<file path="config.mk">
export PLATFORM = sky130hd
export DESIGN_NAME = positional_list_insert
export DESIGN_NICKNAME = d
export VERILOG_FILES = /design/src/hw/rtl/plst_pkg.sv /design/src/hw/rtl/positional_list_insert.sv /design/src/hw/rtl/plst_ctrl.sv /design/src/hw/rtl/plst_dpath.sv
export SDC_FILE = /design/constraint.sdc
export NUM_CORES = 1
export LEC_CHECK = 0
export ABC_CLOCK_PERIOD_IN_PS = 4450
export BUFFER_PORTS_ARGS = -buffer_cell sky130_fd_sc_hd__buf_2
export CAP_MARGIN = 10
export CORE_ASPECT_RATIO = 0.6
export CORE_MARGIN = 10
export CORE_UTILIZATION = 32
export CTS_BUF_LIST = sky130_fd_sc_hd__clkbuf_8
export DETAILED_ROUTE_END_ITERATION = 10
export SLEW_MARGIN = 25
export SYNTH_ARGS = -nofsm -noshare
export SYNTH_HDL_FRONTEND = slang
export SYNTH_SLANG_ARGS = --single-unit
</file>
<file path="constraint.sdc">
create_clock -name clk -period 4.45 [get_ports clk]
set_input_delay 0.2225 -clock clk [delete_from_list [all_inputs] [get_ports clk]]
set_output_delay 0.2225 -clock clk [all_outputs]
set_load 0.03 [all_outputs]
</file>
<file path="src/hw/rtl/plst_pkg.sv">
// ----------------------------------------------------------------------------
// plst_pkg
// Shared widths, result codes and controller/datapath interface structs for
// the positional list insert block.
// ----------------------------------------------------------------------------
`default_nettype none

package plst_pkg;

    localparam int PLST_CAPACITY = 32;
    localparam int POS_W         = 6;
    localparam int DATA_W        = 32;
    localparam int STATUS_W      = 2;
    localparam int IN_TDATA_W    = 40;   // position + value, padded to bytes
    localparam int OUT_TUSER_W   = 3;    // status + direction

    typedef enum logic [STATUS_W-1:0] {
        ST_ELEMENT = 2'd0,
        ST_INVALID = 2'd1,
        ST_FULL    = 2'd2
    } plst_status_t;

    // Commands from the controller to the datapath
    typedef struct packed {
        logic         capture;    // latch request, load index with count
        logic         rej;        // queue a reject result
        plst_status_t rej_code;
        logic         shift_rd;   // read entry idx-1, write it to idx next cycle
        logic         insert;     // write value at position, bump count
        logic         emit;       // read entry idx as a list result
        logic         emit_dir;
        logic         emit_last;
        logic         idx_inc;
        logic         idx_dec;
    } plst_cmd_t;

    // Status from the datapath to the controller
    typedef struct packed {
        logic pos_bad;     // incoming position above count
        logic full;        // list holds CAPACITY entries
        logic pend_free;   // result staging slot is empty
        logic can_issue;   // staging slot empty or drains this cycle
        logic idx_gt_pos;  // shift still has entries to move
        logic idx_is_top;  // index at last entry
        logic idx_zero;    // index at first entry
    } plst_sts_t;

endpackage

`default_nettype wire

</file>
<file path="src/hw/rtl/positional_list_insert.sv">
// ----------------------------------------------------------------------------
// positional_list_insert
// Bounded ordered list of signed 32-bit values with insert at a position;
// every accepted insert streams the list forward and then backward.
// ----------------------------------------------------------------------------
//
//  channel | dir | signals                      | contents
//  --------+-----+------------------------------+-------------------------------
//  s_      | in  | s_tvalid s_tready s_tdata    | position [5:0], value [37:6]
//  m_      | out | m_tvalid m_tready m_tdata    | element [31:0]
//          |     | m_tuser m_tlast              | status [1:0], direction [2]
//
//  Sequence: a rejected request is answered through the staging slot, and the
//  next request is taken once that slot has drained. An insert of n-1 -> n
//  entries at position p is accepted, moves entries p..n-2 up one slot through
//  the entry memory, writes the new value, then issues n forward and n backward
//  results, one per cycle while m_tready does not stall, before the slot drains.
//  Reset clears the count and all handshake state; entry memory is not
//  cleared. A stalled m_tready holds the output register; one more result
//  waits in the staging slot, then the sequencer halts. A new request is
//  taken once the staging slot is empty, while the final result may still
//  sit in the output register.
//
`default_nettype none

module positional_list_insert
    import plst_pkg::*;
#(
    parameter int CAPACITY = PLST_CAPACITY
)
(
    input  wire logic                   clk,
    input  wire logic                   rst_n,
    input  wire logic                   s_tvalid,
    output logic                        s_tready,
    input  wire logic [IN_TDATA_W-1:0]  s_tdata,    // position[5:0], value[37:6], zero pad
    output logic                        m_tvalid,
    input  wire logic                   m_tready,
    output logic [DATA_W-1:0]           m_tdata,    // element[31:0]
    output logic [OUT_TUSER_W-1:0]      m_tuser,    // status[1:0], direction[2]
    output logic                        m_tlast
);

    plst_cmd_t cmd;
    plst_sts_t sts;

    // Sequencer: decides which datapath step runs each cycle
    plst_ctrl u_ctrl (
        .clk      (clk),
        .rst_n    (rst_n),
        .s_tvalid (s_tvalid),
        .s_tready (s_tready),
        .sts      (sts),
        .cmd      (cmd)
    );

    // Datapath: entry memory, count, staging slot and output register
    plst_dpath #(
        .CAPACITY (CAPACITY)
    ) u_dpath (
        .clk      (clk),
        .rst_n    (rst_n),
        .s_tdata  (s_tdata),
        .cmd      (cmd),
        .sts      (sts),
        .m_tvalid (m_tvalid),
        .m_tready (m_tready),
        .m_tdata  (m_tdata),
        .m_tuser  (m_tuser),
        .m_tlast  (m_tlast)
    );

    // Never start a shift into a full list or past the count
    a_no_capture_bad: assert property (@(posedge clk) disable iff (!rst_n)
        cmd.capture |-> (!sts.full && !sts.pos_bad))
        else $error("insert started on a full list or bad position");

    // Never overwrite a result still held in the staging slot
    a_emit_slot: assert property (@(posedge clk) disable iff (!rst_n)
        cmd.emit |-> sts.can_issue)
        else $error("list result issued over a held result");

    // A reject only answers an accepted request
    a_rej_accept: assert property (@(posedge clk) disable iff (!rst_n)
        cmd.rej |-> (s_tvalid && s_tready))
        else $error("reject raised without an accepted request");

    // Requests are taken only with an empty staging slot
    a_accept_free: assert property (@(posedge clk) disable iff (!rst_n)
        (s_tvalid && s_tready) |-> sts.pend_free)
        else $error("request taken while a result is staged");

endmodule

`default_nettype wire

</file>
<file path="src/hw/rtl/plst_ctrl.sv">
// ----------------------------------------------------------------------------
// plst_ctrl
// Sequencer for one insert request: check, shift, insert, forward pass,
// backward pass.
// ----------------------------------------------------------------------------
`default_nettype none

module plst_ctrl
    import plst_pkg::*;
(
    input  wire logic      clk,
    input  wire logic      rst_n,
    input  wire logic      s_tvalid,
    output logic           s_tready,
    input  wire plst_sts_t sts,
    output plst_cmd_t      cmd
);

    typedef enum logic [4:0] {
        S_IDLE   = 5'b00001,
        S_SHIFT  = 5'b00010,
        S_INSERT = 5'b00100,
        S_FWD    = 5'b01000,
        S_BWD    = 5'b10000
    } state_t;

    state_t state_reg;
    state_t state_next;

    assign s_tready = (state_reg == S_IDLE) && sts.pend_free;

    always_comb
    begin
        state_next = state_reg;
        cmd        = '0;
        cmd.rej_code = ST_ELEMENT;
        case (state_reg)
            S_IDLE:
            begin
                if (s_tvalid && s_tready)
                begin
                    if (sts.pos_bad)
                    begin
                        cmd.rej      = 1'b1;
                        cmd.rej_code = ST_INVALID;
                    end
                    else if (sts.full)
                    begin
                        cmd.rej      = 1'b1;
                        cmd.rej_code = ST_FULL;
                    end
                    else
                    begin
                        cmd.capture = 1'b1;
                        state_next  = S_SHIFT;
                    end
                end
            end
            S_SHIFT:
            begin
                // the pending write of the last moved entry drains on the exit cycle
                if (sts.idx_gt_pos)
                begin
                    cmd.shift_rd = 1'b1;
                    cmd.idx_dec  = 1'b1;
                end
                else
                begin
                    state_next = S_INSERT;
                end
            end
            S_INSERT:
            begin
                cmd.insert = 1'b1;
                state_next = S_FWD;
            end
            S_FWD:
            begin
                if (sts.can_issue)
                begin
                    cmd.emit     = 1'b1;
                    cmd.emit_dir = 1'b0;
                    if (sts.idx_is_top)
                        state_next = S_BWD;
                    else
                        cmd.idx_inc = 1'b1;
                end
            end
            S_BWD:
            begin
                if (sts.can_issue)
                begin
                    cmd.emit      = 1'b1;
                    cmd.emit_dir  = 1'b1;
                    cmd.emit_last = sts.idx_zero;
                    if (sts.idx_zero)
                        state_next = S_IDLE;
                    else
                        cmd.idx_dec = 1'b1;
                end
            end
            default:
            begin
                state_next = S_IDLE;
            end
        endcase
    end

    always_ff @(posedge clk or negedge rst_n)
    begin
        if (!rst_n)
            state_reg <= S_IDLE;
        else
            state_reg <= state_next;
    end

endmodule

`default_nettype wire

</file>
<file path="src/hw/rtl/plst_dpath.sv">
// ----------------------------------------------------------------------------
// plst_dpath
// Entry memory, count, index counter, result staging slot and output register.
// ----------------------------------------------------------------------------
`default_nettype none

module plst_dpath
    import plst_pkg::*;
#(
    parameter int CAPACITY = PLST_CAPACITY
)
(
    input  wire logic                   clk,
    input  wire logic                   rst_n,
    input  wire logic [IN_TDATA_W-1:0]  s_tdata,
    input  wire plst_cmd_t              cmd,
    output plst_sts_t                   sts,
    output logic                        m_tvalid,
    input  wire logic                   m_tready,
    output logic [DATA_W-1:0]           m_tdata,
    output logic [OUT_TUSER_W-1:0]      m_tuser,
    output logic                        m_tlast
);

    localparam int AW = (CAPACITY > 1) ? $clog2(CAPACITY) : 1;
    localparam int CW = $clog2(CAPACITY + 1);

    logic [DATA_W-1:0] mem [CAPACITY];

    logic [CW-1:0]     count_reg,    count_next;
    logic [AW-1:0]     idx_reg,      idx_next;
    logic              wr_pend_reg;
    logic              pend_vld_reg, pend_vld_next;
    logic              out_vld_reg,  out_vld_next;

    logic [AW-1:0]     pos_reg;
    logic [DATA_W-1:0] val_reg;
    logic [DATA_W-1:0] rd_data_reg;
    plst_status_t      pend_code_reg;
    logic              pend_dir_reg;
    logic              pend_last_reg;
    logic              pend_zero_reg;
    logic [DATA_W-1:0] out_elem_reg;
    plst_status_t      out_code_reg;
    logic              out_dir_reg;
    logic              out_last_reg;

    logic [POS_W-1:0]  in_pos;
    logic [DATA_W-1:0] in_val;
    logic              out_take;
    logic              rd_en;
    logic [AW-1:0]     rd_addr;

    assign in_pos = s_tdata[POS_W-1:0];
    assign in_val = s_tdata[POS_W +: DATA_W];

    assign out_take = pend_vld_reg && (!out_vld_reg || m_tready);
    assign rd_en    = cmd.shift_rd || cmd.emit;
    assign rd_addr  = cmd.shift_rd ? (idx_reg - AW'(1)) : idx_reg;

    always_comb
    begin
        sts.pos_bad    = ({1'b0, in_pos} > (POS_W + 1)'(count_reg));
        sts.full       = (count_reg == CW'(CAPACITY));
        sts.pend_free  = !pend_vld_reg;
        sts.can_issue  = !pend_vld_reg || out_take;
        sts.idx_gt_pos = (idx_reg > pos_reg);
        sts.idx_is_top = ((CW'(idx_reg) + CW'(1)) == count_reg);
        sts.idx_zero   = (idx_reg == '0);
    end

    always_comb
    begin
        count_next = count_reg;
        if (cmd.insert)
            count_next = count_reg + CW'(1);

        idx_next = idx_reg;
        if (cmd.capture)
            idx_next = count_reg[AW-1:0];
        else if (cmd.insert)
            idx_next = '0;
        else if (cmd.idx_inc)
            idx_next = idx_reg + AW'(1);
        else if (cmd.idx_dec)
            idx_next = idx_reg - AW'(1);

        pend_vld_next = pend_vld_reg;
        if (cmd.emit || cmd.rej)
            pend_vld_next = 1'b1;
        else if (out_take)
            pend_vld_next = 1'b0;

        out_vld_next = out_vld_reg;
        if (out_take)
            out_vld_next = 1'b1;
        else if (m_tready)
            out_vld_next = 1'b0;
    end

    always_ff @(posedge clk or negedge rst_n)
    begin
        if (!rst_n)
        begin
            count_reg    <= '0;
            idx_reg      <= '0;
            wr_pend_reg  <= 1'b0;
            pend_vld_reg <= 1'b0;
            out_vld_reg  <= 1'b0;
        end
        else
        begin
            count_reg    <= count_next;
            idx_reg      <= idx_next;
            wr_pend_reg  <= cmd.shift_rd;
            pend_vld_reg <= pend_vld_next;
            out_vld_reg  <= out_vld_next;
        end
    end

    // Entry memory: one write, one registered read per cycle
    always_ff @(posedge clk)
    begin
        if (cmd.insert)
            mem[pos_reg] <= val_reg;
        else if (wr_pend_reg)
            mem[idx_reg + AW'(1)] <= rd_data_reg;
        if (rd_en)
            rd_data_reg <= mem[rd_addr];
    end

    always_ff @(posedge clk)
    begin
        if (cmd.capture)
        begin
            pos_reg <= in_pos[AW-1:0];
            val_reg <= in_val;
        end
        if (cmd.emit)
        begin
            pend_code_reg <= ST_ELEMENT;
            pend_dir_reg  <= cmd.emit_dir;
            pend_last_reg <= cmd.emit_last;
            pend_zero_reg <= 1'b0;
        end
        else if (cmd.rej)
        begin
            pend_code_reg <= cmd.rej_code;
            pend_dir_reg  <= 1'b0;
            pend_last_reg <= 1'b1;
            pend_zero_reg <= 1'b1;
        end
        if (out_take)
        begin
            out_elem_reg <= pend_zero_reg ? '0 : rd_data_reg;
            out_code_reg <= pend_code_reg;
            out_dir_reg  <= pend_dir_reg;
            out_last_reg <= pend_last_reg;
        end
    end

    assign m_tvalid = out_vld_reg;
    assign m_tdata  = out_elem_reg;
    assign m_tuser  = {out_dir_reg, out_code_reg};
    assign m_tlast  = out_last_reg;

endmodule

`default_nettype wire

</file>
==> impl_metrics.csv <==
group,metric,value,unit
run_status,status,"complete, no violations",
die,pin_count,82,
place,place_inst,5436,
pwr,p_int,19.2,mW
drt,drt_iter0_markers,5250,
setup_path,end_kind,"flip-flop",
pwr,seqPwrFrac,42.0,%
timing,max_clock_freq,0.250,GHz
global_routing,track_usage,18.0,%
timing,fin_crit,4.01,ns
clock_tree,cts_buffers,153,
clock_tree,cts_buffer_depth,3,
setup_path,path_cells,"inv_1, ha_1, and4_1, a211oi_2, buf_4, nand2_2, inv_2, o21ai_1, a31oi_4, buf_4, a41oi_1, a2111oi_2",
job,maxCapViolations,0,
synthesis,synth_cells,3534,
global_routing,grt_pass1_vias,31600,
final_layout,final_cell_mix,"edfxtp_1, nand3_1, a21oi_1, nor3_1, o21ai_0",
synthesis,yosysTopAreaCell,"edfxtp_1",
place,port_buffers,79,
clock_tree,clockRootBuffer,"clkbuf_8",
synthesis,synth.top_cell.area_share,71.1,%
final_layout,largest_reg_flops,1024,
timing,setup_viol_count_final,0,
pwr,p_leak,16.6,nW
setup_path,critPathTopFamily,"compound AO/OA/AOI/OAI gates",
timing,worst_slack,0.444,ns
synthesis,yosysSeqAreaShare,72.2,%
setup_path,cp.required,5.02,ns
synthesis,synth_edf_count,1131,
drt,drc,0,
pwr,comb_power_share,32.9,%
final_layout,regMostFlops,"u_dpath.mem",
drt,drtPass1Iterations,6,
setup_path,crit_fanout,9,
final_layout,final_area,54800,sq um
synthesis,synth_ff_type,"edfxtp_1",
setup_path,critPathKind,"reg -> reg",
pwr,power_density,555,nW/um^2
setup_path,path_buf_inv,4,
place,dpl_worst_slack,0.573,ns
final_layout,nets,3695,
setup_path,r2r-start,"u_dpath.pos_reg[1]$_DFFE_PP_",
setup_path,slowest_stage,"a31oi_4",
synthesis,ys_ff_latch,1153,
worst_hold_path,hp-start,"s_tdata[17]",
setup_path,cp_common_cell,"buf_4",
pwr,p_sw,11.2,mW
timing,worst_slew_pin_slew,1.09,ns
synthesis,yosys_warnings,0,
clock_tree,clock-sinks,1153,
setup_path,cpPeakStageDelay,0.74,ns
global_routing,grt_pass1_wl,226,mm
drt,antenna_left,0,
drt,wl_per_cell,27.3,microns
pwr,p_clk_share,25.1,%
clock_tree,cts.clk_slew.worst_paths,0.07,ns
die,die_area,166000,sq um
final_layout,area_growth,14.8,%
timing,fin_setup_tns,0,ns
place,hpwl,83.4,mm
place,placed_area,51700,sq um
die,initial_core_util,32.3,%
global_routing,grt_max_degree,114,
final_layout,fin_cells,5744,
synthesis,synthTopCellsByArea,"edfxtp_1, nand3_1, o22ai_1",
clock_tree,h-tree-depth,4,
timing,rsz0062_at_grt,"no",
setup_path,cp-start-kind,"flip-flop",
timing,finalClockSkew,0.0327,ns
synthesis,syn_area_per_cell,13.5,sq um
timing,fin_crit_sh,90.0,%
die,num_rows,109,
clock_tree,cts_tree,"built",
pwr,switching_share,36.8,%
die,die_x,519,microns
final_layout,final_common_cell,"edfxtp_1",
global_routing,antenna_found_initial,8,
die,chipHeight,319,microns
drt,num_vias,33800,
timing,drv_slew,0,
pwr,irDropWorstVdd,0.419,mV
setup_path,crit_arrival,4.57,ns
clock_tree,clock_latency,0.83,ns
global_routing,overflow,0,
die,core_area,148000,sq um
synthesis,synth_cell_types,68,
drt,drt_wl_total,157,mm
final_layout,drive_above_1_share,14.7,%
synthesis,synth_async_sr_flop_share,1.65,%
timing,worst_slew_margin_rel,27.4,%
place,gp_congestion,0.867,
drt,avgViaCountPerCell,5.89,
pwr,total_power,30.4,mW
timing,hold_viol_final,0,
synthesis,syn-num-nets,3594,
setup_path,crit_start,"u_dpath.pos_reg[1]$_DFFE_PP_",
synthesis,netlist_area,47800,sq um
worst_hold_path,min_path_type,"in -> reg",
==> power groups by stage <==
stage               clock network, mW  registers, mW  logic [mW]
floorplan                           0           13.1        6.06
global placement                    0           13.0        9.67
detailed placement                  0           13.0        9.78
CTS                              7.66           12.8        9.83
global route                     8.16           12.8        10.7
finish                           7.63           12.8        10.0
==> worst paths after layout <==
kind	endpoint	slack, ns	cells after the start
max	u_dpath.rd_data_reg[31]$_DFFE_PP_	0.44	12
min	u_dpath.val_reg[11]$_DFFE_PP_	0.11	2
max reg2reg	u_dpath.rd_data_reg[31]$_DFFE_PP_	0.44	12
min reg2reg	u_dpath.out_dir_reg$_DFFE_PP_	0.46	0
max in group asynchronous	u_dpath.count_reg[1]$_DFFE_PN0P_	2.62	4
min in group asynchronous	u_ctrl.state_reg[0]$_DFFE_PN1P_	0.45	3
==> layer usage <==
| layer | vias to the layer above | share of wire (%) | track usage [%] |
|---|---|---|---|
| li1 | 14200 | - | - |
| met1 | 17200 | 43 | 27.4 |
| met2 | 2142 | 42 | 24.8 |
| met3 | 280 | 12 | 4.91 |
| met4 | 4 | 2.4 | 5.07 |
| met5 | - | 0.017 | 0 |
==> worst reg2reg max path: cells and delay by family (launching register included) <==
family	cells	cell delay [ns]
flops	1	0.48
buf+inv	4	0.93
fa+ha+maj	1	0.28
simple gates	2	0.39
compound gates	5	1.69
==> repair_timing <==
action	in CTS	in global routing
hold buffers	42	0
resized for setup	0	0
endpoints found under the hold margin	61	0
setup buffers	0	0
==> Yosys cell counts, types with 2 or more instances <==
master     number
a31oi_1         4
buf_4           4
a211o_1         3
buf_2         116
or3_1           3
mux2i_1         3
a21boi_0        2
nor2b_1        36
a2111oi_2      32
a22oi_1         2
nand4_1        41
ha_1           16
dfrtp_1        18
inv_1          24
a41oi_1        99
xnor2_1        15
clkbuf_2        2
o221ai_1        2
nand2_1        28
buf_6           3
nor2_1         55
nand3_1       526
xor2_1          3
o22ai_1       257
edfxtp_1     1131
o21ai_1         3
mux2_2         33
a21o_1          3
o21ai_0       263
nand2b_1        5
nor4_1          4
nor3_1        270
a211oi_1        2
o211ai_1        4
and3_1          3
dfxtp_1         3
a21oi_1       272
and2_1          3
buf_1          16
clkbuf_1      197
==> area by class of cell <==
| type | count | area, sq um |
|---|---|---|
| fill | 14000 | 92900 |
| antenna | 2 | 5.00 |
| multi-input combinational | 2018 | 12100 |
| inverter | 25 | 93.8 |
| tap | 1998 | 2500 |
| sequential | 1153 | 34500 |
| clock inverter | 106 | 528 |
| clock buffer | 158 | 2170 |
| timing repair buffer | 284 | 2920 |
==> metrics by stage <==
| stage | utilization (%) | hold slack, ns |
|---|---|---|
| CTS | 37.1 | 0.0466 |
| finish | 37.1 | 0.108 |
| detailed placement | 35.0 | 0.207 |
| floorplan | - | -0.0731 |
| global placement | 35.0 | 0.224 |
| global route | 37.1 | 0.0842 |
==> cells by family after synthesis <==
| kind of cell | synth area share (%) |
|---|---|
| AO/OA/AOI/OAI | 12.5 |
| AND/OR/NAND/NOR | 10.4 |
| flip-flops | 72.2 |
| adder cells (fa/ha/maj) | 0.419 |
| multiplexers | 0.841 |
| buffers and inverters | 3.24 |
| XOR/XNOR | 0.330 |
Note: power is estimated with default switching activity, not from simulation.
